==> src/apf_pkg.sv <==
// apf_pkg: field widths, codes and limits shared by the articulation point finder
// depends on nothing
package apf_pkg;

   localparam int VC_W         = 7;
   localparam logic [VC_W-1:0] VC_RESET = 7'd64;
   localparam int EP_W         = 6;
   localparam int CV_W         = 6;
   localparam int RESULT_LIMIT = 64;
   localparam int REQ_DATA_W   = 16;
   localparam int RSP_DATA_W   = 8;

   typedef enum logic {
      MODE_EDGE = 1'b0,
      MODE_RUN  = 1'b1
   } mode_type;

endpackage

==> src/apf_emit.sv <==
// apf_emit: scans the cut marks in ascending order and drives the result register
// depends on apf_pkg
module apf_emit #(
   parameter int MAX_VERTICES = 64
) (
   input  logic                              clock,
   input  logic                              reset,
   input  logic                              go,
   input  logic [$clog2(MAX_VERTICES+1)-1:0] n_in,
   input  logic [MAX_VERTICES-1:0]           cut,
   output logic                              done,
   output logic                              rsp_valid,
   input  logic                              rsp_ready,
   output logic [apf_pkg::CV_W-1:0]          rsp_vertex,
   output logic                              rsp_found,
   output logic                              rsp_last
);
   import apf_pkg::*;

   localparam int VW = $clog2(MAX_VERTICES);
   localparam int CW = $clog2(MAX_VERTICES + 1);
   localparam int KW = $clog2(RESULT_LIMIT + 1);

   typedef enum logic {E_IDLE, E_SCAN} state_type;

   state_type       state_ff, state_in;
   logic [CW-1:0]   e_ff, e_in;
   logic [VW-1:0]   hold_ff, hold_in;
   logic            hok_ff, hok_in;
   logic [KW-1:0]   cnt_ff, cnt_in;
   logic            valid_ff, valid_in;
   logic [CV_W-1:0] vert_ff, vert_in;
   logic            found_ff, found_in, last_ff, last_in;
   logic            done_ff, done_in;
   logic            free;
   logic [VW-1:0]   e_idx;

   assign free  = !valid_ff || rsp_ready;
   assign e_idx = e_ff[VW-1:0];

   always_comb begin
      state_in = state_ff;
      e_in     = e_ff;
      hold_in  = hold_ff;
      hok_in   = hok_ff;
      cnt_in   = cnt_ff;
      valid_in = valid_ff && !rsp_ready;
      vert_in  = vert_ff;
      found_in = found_ff;
      last_in  = last_ff;
      done_in  = 1'b0;
      case (state_ff)
         E_IDLE: begin
            if (go) begin
               e_in     = '0;
               hok_in   = 1'b0;
               cnt_in   = '0;
               state_in = E_SCAN;
            end
         end
         E_SCAN: begin
            if (e_ff < n_in) begin
               if (cut[e_idx]) begin
                  if (hok_ff) begin
                     // a later cut vertex exists, so the held one is last only if it reaches the result limit
                     if (free) begin
                        valid_in = 1'b1;
                        vert_in  = CV_W'(hold_ff);
                        found_in = 1'b1;
                        last_in  = (cnt_ff == KW'(RESULT_LIMIT - 1));
                        cnt_in   = cnt_ff + KW'(1);
                        if (cnt_ff == KW'(RESULT_LIMIT - 1)) begin
                           done_in  = 1'b1;
                           state_in = E_IDLE;
                        end else begin
                           hold_in = e_idx;
                           e_in    = e_ff + CW'(1);
                        end
                     end
                  end else begin
                     hold_in = e_idx;
                     hok_in  = 1'b1;
                     e_in    = e_ff + CW'(1);
                  end
               end else begin
                  e_in = e_ff + CW'(1);
               end
            end else if (free) begin
               valid_in = 1'b1;
               vert_in  = hok_ff ? CV_W'(hold_ff) : '0;
               found_in = hok_ff;
               last_in  = 1'b1;
               done_in  = 1'b1;
               state_in = E_IDLE;
            end
         end
         default: begin
            state_in = E_IDLE;
         end
      endcase
   end

   always_ff @(posedge clock) begin
      if (reset) begin
         state_ff <= E_IDLE;
         valid_ff <= 1'b0;
         done_ff  <= 1'b0;
      end else begin
         state_ff <= state_in;
         valid_ff <= valid_in;
         done_ff  <= done_in;
      end
      e_ff     <= e_in;
      hold_ff  <= hold_in;
      hok_ff   <= hok_in;
      cnt_ff   <= cnt_in;
      vert_ff  <= vert_in;
      found_ff <= found_in;
      last_ff  <= last_in;
   end

   assign done       = done_ff;
   assign rsp_valid  = valid_ff;
   assign rsp_vertex = vert_ff;
   assign rsp_found  = found_ff;
   assign rsp_last   = last_ff;

endmodule

==> config.mk <==
export PLATFORM = sky130hd
export DESIGN_NAME = apf_emit
export DESIGN_NICKNAME = d
export VERILOG_FILES = /design/src/apf_pkg.sv /design/src/apf_emit.sv
export SDC_FILE = /design/constraint.sdc
export NUM_CORES = 1
export LEC_CHECK = 0
export ABC_AREA = 1
export BUFFER_PORTS_ARGS = -buffer_cell sky130_fd_sc_hd__buf_2
export CORE_MARGIN = 2
export CORE_UTILIZATION = 50
export CTS_CLUSTER_DIAMETER = 200
export CTS_CLUSTER_SIZE = 20
export DETAILED_ROUTE_END_ITERATION = 7
export PLACE_DENSITY = 0.78
export RECOVER_POWER = 25
export SYNTH_ARGS = -nofsm -noshare
export SYNTH_HDL_FRONTEND = slang
export SYNTH_SLANG_ARGS = --single-unit
==> constraint.sdc <==
create_clock -name clock -period 2.9 [get_ports clock]
set_clock_uncertainty 0.15 [all_clocks]
set_input_delay 0.58 -clock clock [delete_from_list [all_inputs] [get_ports clock]]
set_output_delay 0.58 -clock clock [all_outputs]
set_load 0.05 [all_outputs]
==> flow_summary.toml <==
[placed_design]
routabilityCongestion = 0.829
detailedPlacementHpwl_microns = 3970
placed_cells_incl_taps = 470
place.port_buffers = 84

[worst_setup_path]
cpLargestDelayFamily = "buffers and inverters"
worst-path-buf-inv = 4
cp-end-kind = "flip-flop"
cp_data_arrival_time_ps = 2210
timing.critical_path.from_type = "flip-flop"
timing.critical_path.mode_cell = "nand2_1"
worstSetupPathType = "flip-flop to flip-flop"
reg2reg_slack_ps = 500
worstPathRequired_ps = 2710
worst_path_max_delay_cell = "clkbuf_1"
worst_path_largest_cell_delay_ps = 430
worst-r2r-cell-count = 15
worstPathMaxFanout = 11
crit_path_cell_trace = "clkbuf_1 -> nand2_1 -> nand3_1 -> nand2_1 -> nand2_1 -> nand2_1 -> inv_1 -> nand2_1 -> nand2_1 -> nand2_1 -> inv_2 -> nand2_2 -> nand3_2 -> o21ai_1 -> inv_1"
r2r_end = "e_ff[1]$_SDFFCE_PN0P_"
r2r_startpoint = "e_ff[0]$_SDFFCE_PN0P_"

[clocking]
worst_skew_pair.late_latency_ps = 280
cts_tree = "done"
cts.hold.buffers_added = 0
cts.root.buffer_cell = "clkbuf_8"
post-cts-setup-buffers = 0
postCtsResizedCells = 0
clock_path_buffers = 2
tritoncts_num_sinks = 32
clk_pin_slew_worst_paths_ps = 60
cts.htree.levels = 2
cts-buffers-inserted = 5

[cells_and_area]
layout-drive-gt1-share = 0.237
final_cell_count_no_fill = 478
antennaDiodeCount = 0
final_nets = 508
syn2layout_area_growth_pct = 22.0

[sta]
finalWorstPathRequiredPeriod_ps = 2400
max_freq_mhz = 416
tightest_slew_ps = 660
timing_hold_violations_final = 0
finalSetupViolCount = 0
final_min_period_over_clock_period = 0.828
holdWs_ps = 333
final_setup_tns_ps = 0
final_max_slew_viol_count = 0
unrepaired_setup_endpoints_after_global_routing = "false"
slew_margin_rel = 0.560

[grt]
gr-max-usage-layer = "met2"
first_global_vias = 2185
track_usage = 0.210
gr-usage-met2 = 0.368
initial_antenna_violation_count = 0
use_met3 = 0.0417
grt_util_met1 = 0.255
grt_max_degree = 35
grt_first_pass_wirelength_microns = 8810
global_route.overflow_total = 0

[worst_hold_path]
hold-path-endpoint = "done$_SDFF_PP0_"
timing.hold.worst.class = "input pin to flip-flop"
min-delay-start = "reset"
worst_hold_path.num_cells = 2

[drt]
drc = 0
routed_wire_length_per_instance_microns = 10.8
vias = 2354
drt_pre_antenna_iters = 4
finalWirelength_microns = 5190
first_iter_violations = 97
antenna_left = 0
vias_per_instance = 4.92

[yosys]
synth.yosys.seq_area_share = 0.399
per_instance_average_area_after_synthesis_sq_um = 6.89
synth.cell_area_sq_um = 2330
synth_cell_type_count = 26
synthesis.yosys.warnings = 0
synth.area.top_cells = "edfxtp_1, nand2_1, inv_1, nand3_1, nor2_1"
yosysTopAreaCell = "edfxtp_1"
syn-num-nets = 422
postSynthCellCount = 339
synth_top_area_share = 0.373
ys_ff_latch = 32

[power_and_ir_drop]
p_leak_nw = 1.56
vdd_ir_drop_max_mv = 0.366
power-per-cell-area_nw_per_um2 = 538

[status]
outcome = "complete, no violations"

[job]
max_cap_viol_count = 0

[die]
die_area_sq_um = 5230
core_sq_um = 4410
ios = 85
std_cell_rows = 24
initial_core_util = 0.529
die_w_microns = 72.3
vertical_extent_of_the_die_microns = 72.3
[power breakdown]
group          internal [mW]  leakage (nW)  switching (mW)
Clock                  0.168        0.0422           0.154
Sequential             0.597         0.308          0.0475
Combinational          0.201          1.21           0.366
Total                  0.966          1.56           0.568
[routing by layer]
metal,share of wire,wire length (microns)
met2,0.49,2550
met1,0.44,2280
met3,0.053,277
met4,0.014,72
met5,0,0
[worst max-delay path by stage]
stage | startpoint | end | slack, ps | cells after the start
after floorplan | n_in[6] | rsp_found$_SDFFCE_PP1P_ | 460 | 9
after global placement | n_in[2] | cnt_ff[5]$_SDFFCE_PN0P_ | 500 | 12
after detailed placement | n_in[2] | cnt_ff[0]$_SDFFCE_PN0P_ | 460 | 12
after CTS | e_ff[2]$_SDFFCE_PN0P_ | cnt_ff[1]$_SDFFCE_PN0P_ | 520 | 10
after global routing | e_ff[0]$_SDFFCE_PN0P_ | e_ff[1]$_SDFFCE_PN0P_ | 270 | 15
final | e_ff[0]$_SDFFCE_PN0P_ | e_ff[1]$_SDFFCE_PN0P_ | 500 | 15
[sequential cells by signal (all words and copies together), names as in the netlist, 6 cells and up]
name        flops
e_ff            7
hold_ff         6
rsp_vertex      6
cnt_ff          7
[synth_stat cells (all sizes together)]
cell / instances
a211oi: 1
a21boi: 2
a21oi: 14
and3: 1
buf: 11
clkbuf: 1
dfxtp: 3
edfxtp: 29
ha: 8
inv: 67
nand2: 96
nand3: 37
nand4: 1
nor2: 42
nor3: 4
o21a: 1
o21ai: 19
or2: 1
xnor2: 1
[final cells by class]
cell class                 count  area [sq um]
tap                           52          65.1
clock inverter                 1          5.00
clock buffer                   7          76.3
multi-input combinational    228          1050
fill                         418          1570
inverter                      67           254
sequential                    32           931
timing repair buffer          91           464
[worst register-to-register path, delay by kind of cell, from the launching register on]
family | cells | cell delay, ps
buf+inv | 4 | 760
compound gates | 1 | 70
simple gates | 10 | 690
flops | 1 | 410
[logic make-up (layout without fill, tap and decap cells)]
group                      count (synthesis)  after routing  share of synthesized area
AOI/OAI and AO/OA                         37             37                     0.0836
DFF                                       32             32                      0.399
xor gates and xnor gates                   1              1                    0.00375
and+or+nand+nor                          182            182                      0.321
adders and majority gates                  8              8                     0.0429
buffers and inverters                     79            166                      0.150
[stage by stage]
step	utilization	power (mW)	area (sq um)	worst slack (ps)
5_1_grt	0.645	1.65	2850	268
4_1_cts	0.647	1.54	2860	522
6_report	0.645	1.53	2850	499
2_1_floorplan	-	1.09	2330	465
3_3_place_gp	0.629	1.21	2780	500
3_5_place_dp	0.629	1.22	2780	455
[cells in the final DEF (no fill, tap or decap)]
| cell type | netlist | final |
|---|---|---|
| nand2_1 | 95 | 95 |
| buf_2 | 2 | 83 |
| inv_1 | 63 | 63 |
| nor2_1 | 42 | 42 |
| nand3_1 | 36 | 36 |
| edfxtp_1 | 29 | 29 |
| a21oi_1 | 14 | 14 |
| o21ai_0 | 12 | 12 |
| ha_1 | 8 | 8 |
| o21ai_1 | 7 | 7 |
| clkbuf_8 | 0 | 5 |
| clkbuf_1 | 1 | 5 |
| buf_4 | 5 | 5 |
| nor3_1 | 4 | 4 |
| inv_2 | 3 | 3 |
| dfxtp_1 | 3 | 3 |
| a21boi_1 | 2 | 2 |
| inv_4 | 1 | 1 |
| nand4_1 | 1 | 1 |
| o21a_1 | 1 | 1 |
| or2_2 | 1 | 1 |
| nand2_2 | 1 | 1 |
| nand3_2 | 1 | 1 |
| and3_1 | 1 | 1 |
| a211oi_1 | 1 | 1 |
| xnor2_1 | 1 | 1 |
| clkinv_2 | 0 | 1 |
(Power assumes the default switching activity.)
